$ cat src/wgmn_pkg.sv
// Shared constants, command/status structs and helpers for the weighted group max norm core.
package wgmn_pkg;

  localparam int SAMPLE_W   = 16;
  localparam int MAG_W      = SAMPLE_W + 1;
  localparam int SQ_W       = 2 * SAMPLE_W;
  localparam int WEIGHT_W   = 16;
  localparam int ROOT_W     = SAMPLE_W;
  localparam int ROOT_STEPS = ROOT_W;
  localparam int STEP_W     = $clog2(ROOT_STEPS);
  localparam int REM_W      = ROOT_W + 3;
  localparam int ACC_W      = 48;
  localparam int PROD_W     = WEIGHT_W + SQ_W;
  localparam int IN_DATA_W  = 3 * SAMPLE_W;
  localparam int OUT_DATA_W = ACC_W;

  typedef struct packed {
    logic load;
    logic square;
    logic max_upd;
    logic root_init;
    logic root_step;
    logic scale;
    logic accum;
    logic emit;
  } dp_cmd_t;

  typedef struct packed {
    logic cplx;
    logic eog;
    logic eon;
    logic out_free;
  } dp_stat_t;

  function automatic logic [MAG_W-1:0] magnitude(input logic [SAMPLE_W-1:0] v);
    logic [MAG_W-1:0] ext;
    ext = {v[SAMPLE_W-1], v};
    return v[SAMPLE_W-1] ? (~ext + 1'b1) : ext;
  endfunction

endpackage

$ cat src/weighted_group_max_norm_core.sv
// Top level of the weighted group max norm core: controller plus datapath.
//
//  channel  | ports                                   | beat contents
//  ---------+-----------------------------------------+------------------------------------
//  in       | in_tvalid/in_tready/in_tdata/tlast/tuser | real, imag, weight; tlast=end_of_group,
//           |                                         | tuser=end_of_norm
//  out      | out_tvalid/out_tready/out_tdata/tuser   | norm_value; tuser=saturated
//  cfg      | cfg_valid/cfg_ready/cfg_data            | complex_mode
//
// One input beat at a time: an inner coefficient passes load, square and max update; a group
// close adds scaling and accumulation, in complex mode after the 16-step square root unit;
// when the norm ends, the output register is loaded once it is free.
// Reset is synchronous, active low, and clears the mode, the running max and the sum.
// The output register holds a result while out_tready is low; the block keeps taking
// beats until it must load a new result into a still occupied output register.
module weighted_group_max_norm_core (
  input  logic                                clk,
  input  logic                                rst_n,
  input  logic                                in_tvalid,
  output logic                                in_tready,
  input  logic [wgmn_pkg::IN_DATA_W-1:0]      in_tdata,  // [15:0] real_part, [31:16] imag_part,
                                                         // [47:32] weight
  input  logic                                in_tlast,
  input  logic                                in_tuser,  // [0] end_of_norm
  output logic                                out_tvalid,
  input  logic                                out_tready,
  output logic [wgmn_pkg::OUT_DATA_W-1:0]     out_tdata, // [47:0] norm_value
  output logic                                out_tuser, // [0] saturated
  input  logic                                cfg_valid,
  output logic                                cfg_ready,
  input  logic                                cfg_data
);

  wgmn_pkg::dp_cmd_t  cmd;
  wgmn_pkg::dp_stat_t stat;
  logic               in_accept;

  assign cfg_ready = 1'b1;
  assign in_accept = in_tvalid && in_tready;

  wgmn_ctrl u_ctrl (
    .clk       (clk),
    .rst_n     (rst_n),
    .in_accept (in_accept),
    .stat      (stat),
    .cmd       (cmd),
    .in_ready  (in_tready)
  );

  wgmn_dp u_dp (
    .clk       (clk),
    .rst_n     (rst_n),
    .cmd       (cmd),
    .stat      (stat),
    .in_data   (in_tdata),
    .in_eog    (in_tlast),
    .in_eon    (in_tuser),
    .cfg_we    (cfg_valid && cfg_ready),
    .cfg_bit   (cfg_data),
    .out_valid (out_tvalid),
    .out_ready (out_tready),
    .out_data  (out_tdata),
    .out_sat   (out_tuser)
  );

endmodule

$ cat src/wgmn_ctrl.sv
// Controller state machine sequencing one beat through the datapath.
module wgmn_ctrl (
  input  logic                clk,
  input  logic                rst_n,
  input  logic                in_accept,
  input  wgmn_pkg::dp_stat_t  stat,
  output wgmn_pkg::dp_cmd_t   cmd,
  output logic                in_ready
);

  typedef enum logic [3:0] {
    ST_IDLE,
    ST_SQUARE,
    ST_MAXUP,
    ST_ROOT_INIT,
    ST_ROOT,
    ST_SCALE,
    ST_ACCUM,
    ST_FINISH
  } state_t;

  state_t                       state_r;
  state_t                       state_nxt;
  logic [wgmn_pkg::STEP_W-1:0]  step_r;
  logic [wgmn_pkg::STEP_W-1:0]  step_nxt;
  logic                         root_last;

  assign root_last = (step_r == wgmn_pkg::STEP_W'(wgmn_pkg::ROOT_STEPS - 1));
  assign in_ready  = (state_r == ST_IDLE);

  always_comb begin
    state_nxt = state_r;
    step_nxt  = step_r;
    cmd       = '0;
    unique case (state_r)
      ST_IDLE: begin
        if (in_accept) begin
          cmd.load  = 1'b1;
          state_nxt = ST_SQUARE;
        end
      end
      ST_SQUARE: begin
        cmd.square = 1'b1;
        state_nxt  = ST_MAXUP;
      end
      ST_MAXUP: begin
        cmd.max_upd = 1'b1;
        priority if (stat.eog && stat.cplx) state_nxt = ST_ROOT_INIT;
        else if (stat.eog)                  state_nxt = ST_SCALE;
        else if (stat.eon)                  state_nxt = ST_FINISH;
        else                                state_nxt = ST_IDLE;
      end
      ST_ROOT_INIT: begin
        cmd.root_init = 1'b1;
        step_nxt      = '0;
        state_nxt     = ST_ROOT;
      end
      ST_ROOT: begin
        cmd.root_step = 1'b1;
        step_nxt      = step_r + 1'b1;
        if (root_last) state_nxt = ST_SCALE;
      end
      ST_SCALE: begin
        cmd.scale = 1'b1;
        state_nxt = ST_ACCUM;
      end
      ST_ACCUM: begin
        cmd.accum = 1'b1;
        state_nxt = stat.eon ? ST_FINISH : ST_IDLE;
      end
      ST_FINISH: begin
        if (stat.out_free) begin
          cmd.emit  = 1'b1;
          state_nxt = ST_IDLE;
        end
      end
      default: state_nxt = ST_IDLE;
    endcase
  end

  always_ff @(posedge clk) begin
    if (!rst_n) begin
      state_r <= ST_IDLE;
      step_r  <= '0;
    end else begin
      state_r <= state_nxt;
      step_r  <= step_nxt;
    end
  end

endmodule

$ cat src/wgmn_dp.sv
// Datapath: magnitude, running maximum, iterative square root, weighting and accumulation.
module wgmn_dp (
  input  logic                                clk,
  input  logic                                rst_n,
  input  wgmn_pkg::dp_cmd_t                   cmd,
  output wgmn_pkg::dp_stat_t                  stat,
  input  logic [wgmn_pkg::IN_DATA_W-1:0]      in_data,
  input  logic                                in_eog,
  input  logic                                in_eon,
  input  logic                                cfg_we,
  input  logic                                cfg_bit,
  output logic                                out_valid,
  input  logic                                out_ready,
  output logic [wgmn_pkg::OUT_DATA_W-1:0]     out_data,
  output logic                                out_sat
);

  localparam int SW = wgmn_pkg::SAMPLE_W;

  logic                              cplx_r;
  logic                              eog_r;
  logic                              eon_r;
  logic [wgmn_pkg::MAG_W-1:0]        mag_a_r;
  logic [wgmn_pkg::MAG_W-1:0]        mag_b_r;
  logic [wgmn_pkg::WEIGHT_W-1:0]     weight_r;
  logic [wgmn_pkg::SQ_W-1:0]         sq_a_r;
  logic [wgmn_pkg::SQ_W-1:0]         sq_b_r;
  logic [wgmn_pkg::SQ_W-1:0]         group_max_r;
  logic [wgmn_pkg::SQ_W-1:0]         mag_now;
  logic [wgmn_pkg::SQ_W-1:0]         rad_r;
  logic [wgmn_pkg::REM_W-1:0]        rem_r;
  logic [wgmn_pkg::ROOT_W-1:0]       root_r;
  logic [wgmn_pkg::REM_W-1:0]        rem_sh;
  logic [wgmn_pkg::REM_W-1:0]        trial;
  logic [wgmn_pkg::SQ_W-1:0]         gm;
  logic [wgmn_pkg::PROD_W-1:0]       prod_r;
  logic [wgmn_pkg::ACC_W-1:0]        norm_sum_r;
  logic                              ovf_r;
  logic [wgmn_pkg::ACC_W:0]          sum_ext;
  logic                              out_valid_r;
  logic [wgmn_pkg::OUT_DATA_W-1:0]   out_data_r;
  logic                              out_sat_r;

  assign stat.cplx     = cplx_r;
  assign stat.eog      = eog_r;
  assign stat.eon      = eon_r;
  assign stat.out_free = !out_valid_r || out_ready;

  assign out_valid = out_valid_r;
  assign out_data  = out_data_r;
  assign out_sat   = out_sat_r;

  assign mag_now = cplx_r ? (sq_a_r + sq_b_r) : wgmn_pkg::SQ_W'(mag_a_r);
  assign rem_sh  = {rem_r[wgmn_pkg::REM_W-3:0], rad_r[wgmn_pkg::SQ_W-1 -: 2]};
  assign trial   = wgmn_pkg::REM_W'({root_r, 2'b01});
  assign gm      = cplx_r ? wgmn_pkg::SQ_W'(root_r) : group_max_r;
  assign sum_ext = {1'b0, norm_sum_r} + (wgmn_pkg::ACC_W + 1)'(prod_r);

  always_ff @(posedge clk) begin
    if (!rst_n) begin
      cplx_r <= 1'b0;
    end else if (cfg_we) begin
      cplx_r <= cfg_bit;
    end
  end

  // payload registers
  always_ff @(posedge clk) begin
    if (cmd.load) begin
      mag_a_r  <= wgmn_pkg::magnitude(in_data[SW-1:0]);
      mag_b_r  <= wgmn_pkg::magnitude(in_data[2*SW-1:SW]);
      weight_r <= in_data[3*SW-1:2*SW];
      eog_r    <= in_eog;
      eon_r    <= in_eon;
    end
    if (cmd.square) begin
      sq_a_r <= wgmn_pkg::SQ_W'(mag_a_r) * wgmn_pkg::SQ_W'(mag_a_r);
      sq_b_r <= wgmn_pkg::SQ_W'(mag_b_r) * wgmn_pkg::SQ_W'(mag_b_r);
    end
    if (cmd.root_init) begin
      rad_r  <= group_max_r;
      rem_r  <= '0;
      root_r <= '0;
    end else if (cmd.root_step) begin
      rad_r <= rad_r << 2;
      if (rem_sh >= trial) begin
        rem_r  <= rem_sh - trial;
        root_r <= {root_r[wgmn_pkg::ROOT_W-2:0], 1'b1};
      end else begin
        rem_r  <= rem_sh;
        root_r <= {root_r[wgmn_pkg::ROOT_W-2:0], 1'b0};
      end
    end
    if (cmd.scale) begin
      prod_r <= wgmn_pkg::PROD_W'(weight_r) * wgmn_pkg::PROD_W'(gm);
    end
  end

  always_ff @(posedge clk) begin
    if (!rst_n) begin
      group_max_r <= '0;
      norm_sum_r  <= '0;
      ovf_r       <= 1'b0;
      out_valid_r <= 1'b0;
    end else begin
      if (cmd.max_upd && (mag_now > group_max_r)) group_max_r <= mag_now;
      if (cmd.accum) begin
        group_max_r <= '0;
        if (sum_ext[wgmn_pkg::ACC_W]) begin
          norm_sum_r <= '1;
          ovf_r      <= 1'b1;
        end else begin
          norm_sum_r <= sum_ext[wgmn_pkg::ACC_W-1:0];
        end
      end
      if (cmd.emit) begin
        out_valid_r <= 1'b1;
        group_max_r <= '0;
        norm_sum_r  <= '0;
        ovf_r       <= 1'b0;
      end else if (out_ready) begin
        out_valid_r <= 1'b0;
      end
    end
  end

  always_ff @(posedge clk) begin
    if (cmd.emit) begin
      out_data_r <= norm_sum_r;
      out_sat_r  <= ovf_r;
    end
  end

endmodule

$ cat config.mk
export PLATFORM = sky130hd
export DESIGN_NAME = weighted_group_max_norm_core
export DESIGN_NICKNAME = d
export VERILOG_FILES = /design/src/wgmn_pkg.sv /design/src/weighted_group_max_norm_core.sv /design/src/wgmn_ctrl.sv /design/src/wgmn_dp.sv
export SDC_FILE = /design/constraint.sdc
export NUM_CORES = 2
export LEC_CHECK = 0
export ABC_CLOCK_PERIOD_IN_PS = 8100
export BUFFER_PORTS_ARGS = -buffer_cell sky130_fd_sc_hd__buf_2
export CAP_MARGIN = 10
export CORE_MARGIN = 2
export CORE_UTILIZATION = 55
export DETAILED_ROUTE_END_ITERATION = 12
export PLACE_DENSITY = 0.71
export SLEW_MARGIN = 20
export SYNTH_ARGS = -nofsm -noshare
export SYNTH_HDL_FRONTEND = slang
export SYNTH_HIERARCHICAL = 1
export SYNTH_SLANG_ARGS = --single-unit
$ cat constraint.sdc
create_clock -name clk -period 8.1 [get_ports clk]
set_input_delay 0.405 -clock clk [delete_from_list [all_inputs] [get_ports clk]]
set_output_delay 0.405 -clock clk [all_outputs]
set_load 0.05 [all_outputs]
==> results list <==
* Top_reg_cell synth: sky130_fd_sc_hd__edfxtp_1
- The mapped netlist covers 0.05059 sq mm.
- Setup ws final: 0.5949 ns
- Detailed Route Iter0 Violations: 2230
- Buffer levels on the longest clock path: 3
* Kind of path behind the tightest hold check: in -> reg
* Data arrival time of the critical path: 7.86 ns
* Number of buffers created by CTS: 45
- Most common library cell in the layout ignoring fill and taps: sky130_fd_sc_hd__inv_1
- Master of the slowest instance on the critical path: sky130_fd_sc_hd__fa_1
* Critical path's most frequent cell: sky130_fd_sc_hd__fa_1
- Summed over all layers, the global routing overflow is 0.
* Clock Sink Count: 366
- WP buf/inv: 7
- Total inserted antenna cells: 0
* First-pass detailed-route iteration total: 5
* Main combinational cell family by area after synthesis: adder cells
- Simple-gate area share of the yosys netlist: 0.1299
- The first global-routing pass estimated 196.0 mm of wire.
* CP Capture Type: flip-flop
- The via count of the first global-routing pass came to 38631.
* Worst hold slack: 0.01987 ns
* Count of warnings emitted by yosys: 6
* Port Buffer Count: 106
* Core outline area: 0.09139 sq mm
- On the worst path, the slowest cell contributes a delay of 0.54 ns.
- The initial antenna violation count is 0.
- From synthesis to final layout, the design area changed by 7.051%.
* Final standard cell utilization of the core: 0.5926
- The synthesized design contains 366 register bits.
- Global placement routability congestion: 0.8946
- Syn Inst Count: 5374
- Clock slew seen by the registers of the worst setup and hold paths: 0.08 ns
- Fraction of synthesis flops using an asynchronous set or reset pin: 0
* Source-to-sink clock delay at the later pin of the worst-skew pair: 0.64 ns
- Vertical extent of the die: between 300 and 400 um
- Fraction of the cycle the final worst path needs: 0.9266
- Post-route setup TNS: 0 ns
* Parity-gate share of the synthesized area counting xor and xnor cells: 0.03878
- Width of the die: between 300 and 400 um
* Mean number of vias per cell: 5.475
- Setup violations remaining at the end of the flow were counted as 0.
- Synth cell types: 81
- Maximum Capacitance Violations: 0
- The count of pins over their slew limit is 0.
- Share of synthesized cell area in full adder, half adder and majority cells: 0.4298
- Subtracting the final worst setup slack from the clock period gives 7.505 ns.
- After floorplanning, the core was divided into between 100 and 150 placement rows.
- Final Net Count: around 6700
* Antenna-violating nets left: 0
- In this run the mean area of a mapped cell was 9.413 sq um.
* Crit path launch type: flip-flop
* CP max FO: 26
* Final routed wirelength across all metal layers: 117.7 mm
- OpenSTA, run right after detailed placement, puts the worst setup slack at just under 0.5 ns.
* Fmax: 0.1332 GHz
* Multiplexer share of the synthesized area: 0.01620
- Final Hold Viols: 0
* Aggregate global-route resource usage: 0.2591
- Number of enable-type register cells in the synthesized netlist: 243
- The initial utilization of the core area, before any placement, comes to 0.5536.
* CP delay by family, top: adder cells
- The setup path with the least slack is of type reg -> reg.
- Maximum level of the CTS H-tree: 2
- Clock skew on the completed layout was measured at 0.03487 ns.
- For the pin with the worst max-slew slack, the measured transition is about 1.0 ns.
- The library cells used most frequently in the layout, excluding fill and tap cells, are sky130_fd_sc_hd__inv_1, sky130_fd_sc_hd__fa_1, sky130_fd_sc_hd__nand2_1.
- For the worst setup path, the data required time is approximately 8.5 ns.
- Root buf cell: sky130_fd_sc_hd__clkbuf_16
* Total Die Area: 0.09442 sq mm
- Sequential fraction of the synthesis area: 0.1929
- In the final routed layout, each cell accounts on average for 17.72 um.
- The run finished with clean final reports.
* DRC violations left: 0
- 108 I/O pins were placed.
- Vias after detailed routing: between 30000 and 40000
- Detailed placement HPWL: between 90 and 100 mm
- Share of final-layout standard cells stronger than drive strength 1: 0.06161
- In this run the tightest slew margin relative to its limit is 0.3083.
* Maximum number of pins on one net before global-route repair: 72
* Synth Area in Compound Gates: 0.09389
- TritonCTS built the clock tree.
- Setup repair after global routing left no endpoint under its margin.
[per-layer routing]
metal	global-route usage	vias up	routed length, um
met4	0.1001	0	4764
met3	0.02987	264	6170
li1	-	17042	-
met5	0	-	0
met2	0.4570	1006	58530
met1	0.3263	18040	48230
[worst paths after layout]
kind / startpoint / endpoint / slack (ns) / depth (start not counted)
hold / removal: in_tdata[0] / u_dp/mag_a_r[0]$_DFFE_PP_ / 0.02 / 1
setup reg to reg: u_dp/cplx_r$_SDFFE_PN0P_ / u_dp/prod_r[42]$_DFFE_PP_ / 0.59 / 26
setup / recovery: u_dp/cplx_r$_SDFFE_PN0P_ / u_dp/prod_r[42]$_DFFE_PP_ / 0.59 / 26
hold reg to reg: u_dp/norm_sum_r[43]$_SDFFE_PP0P_ / u_dp/out_data[43]$_DFFE_PP_ / 0.47 / 0
[timing repair]
| item | in CTS | in global routing |
|---|---|---|
| setup buffers | 0 | 0 |
| gates resized for setup | 0 | 2 |
| setup endpoints to repair | 0 | 2 |
| hold endpoints to repair | 19 | 0 |
| hold buffers | 19 | 0 |
[cell type report]
| class | count | area (sq um) |
|---|---|---|
| clock inverter | 18 | 190.2 |
| fill | 7982 | 37230 |
| sequential | 366 | 9761 |
| multi-input combinational | 3702 | 35930 |
| inverter | 1102 | 4136 |
| clock buffer | 66 | 1358 |
| tap | 1186 | 1484 |
| timing repair buffer | 200 | 1296 |
[worst register-to-register path: cells and delay by family (launching register included)]
kind	cells	cell delay, ns
buffers and inverters	7	0.75
xor gates and xnor gates	1	0.13
DFF	1	0.45
adders and majority gates	7	3.29
AOI/OAI and AO/OA	8	2.29
and+or+nand+nor	3	0.32
[cells in the mapped netlist, types with 38 or more instances]
cell type                  number  share of area
sky130_fd_sc_hd__and2_1       336          0.042
sky130_fd_sc_hd__inv_1       1102          0.082
sky130_fd_sc_hd__fa_1         803           0.32
sky130_fd_sc_hd__ha_1         453           0.11
sky130_fd_sc_hd__edfxtp_1     243           0.14
sky130_fd_sc_hd__dfxtp_1      123          0.049
sky130_fd_sc_hd__a21o_1        91          0.014
sky130_fd_sc_hd__a211oi_1      46         0.0068
sky130_fd_sc_hd__nand3_1       39         0.0039
sky130_fd_sc_hd__clkbuf_1     184          0.014
sky130_fd_sc_hd__xnor2_1      149          0.026
sky130_fd_sc_hd__nor2_1       214          0.016
sky130_fd_sc_hd__xor2_1        75          0.013
sky130_fd_sc_hd__nor2b_1       38         0.0047
sky130_fd_sc_hd__o21ai_0      184          0.018
sky130_fd_sc_hd__mux2_2        43         0.0096
sky130_fd_sc_hd__nand2_1      607          0.045
sky130_fd_sc_hd__a21oi_1      227          0.022
[flip-flops by register name (all words and copies together), names as in the netlist, 3 cells and up]
name              cells
u_dp/sq_b_r          31
u_dp/norm_sum_r      48
u_ctrl/state_r        3
u_dp/out_data        48
u_dp/rad_r           32
u_dp/prod_r          48
u_dp/rem_r           17
u_dp/mag_b_r         17
u_dp/root_r          16
u_dp/weight_r        16
u_dp/sq_a_r          31
u_ctrl/step_r         4
u_dp/mag_a_r         17
u_dp/group_max_r     32
[through the flow]
step,instance area (sq um),instances
2_1_floorplan,50590,5375
3_3_place_gp,52390,6536
3_5_place_dp,52390,6536
4_1_cts,54120,6639
5_1_grt,54150,6640
6_report,54150,6640
[cells by family (layout without fill, tap and decap cells)]
kind of cell | Yosys count | after routing
compound gates | 758 | 758
other cells | 2 | 3
flops | 366 | 366
mux | 76 | 76
buf+inv | 1307 | 1386
xor+xnor | 224 | 224
simple gates | 1385 | 1385
fa+ha+maj | 1256 | 1256
Power is not shown: default switching activity piles up to over one toggle a cycle in this logic, so the estimate is an artifact.
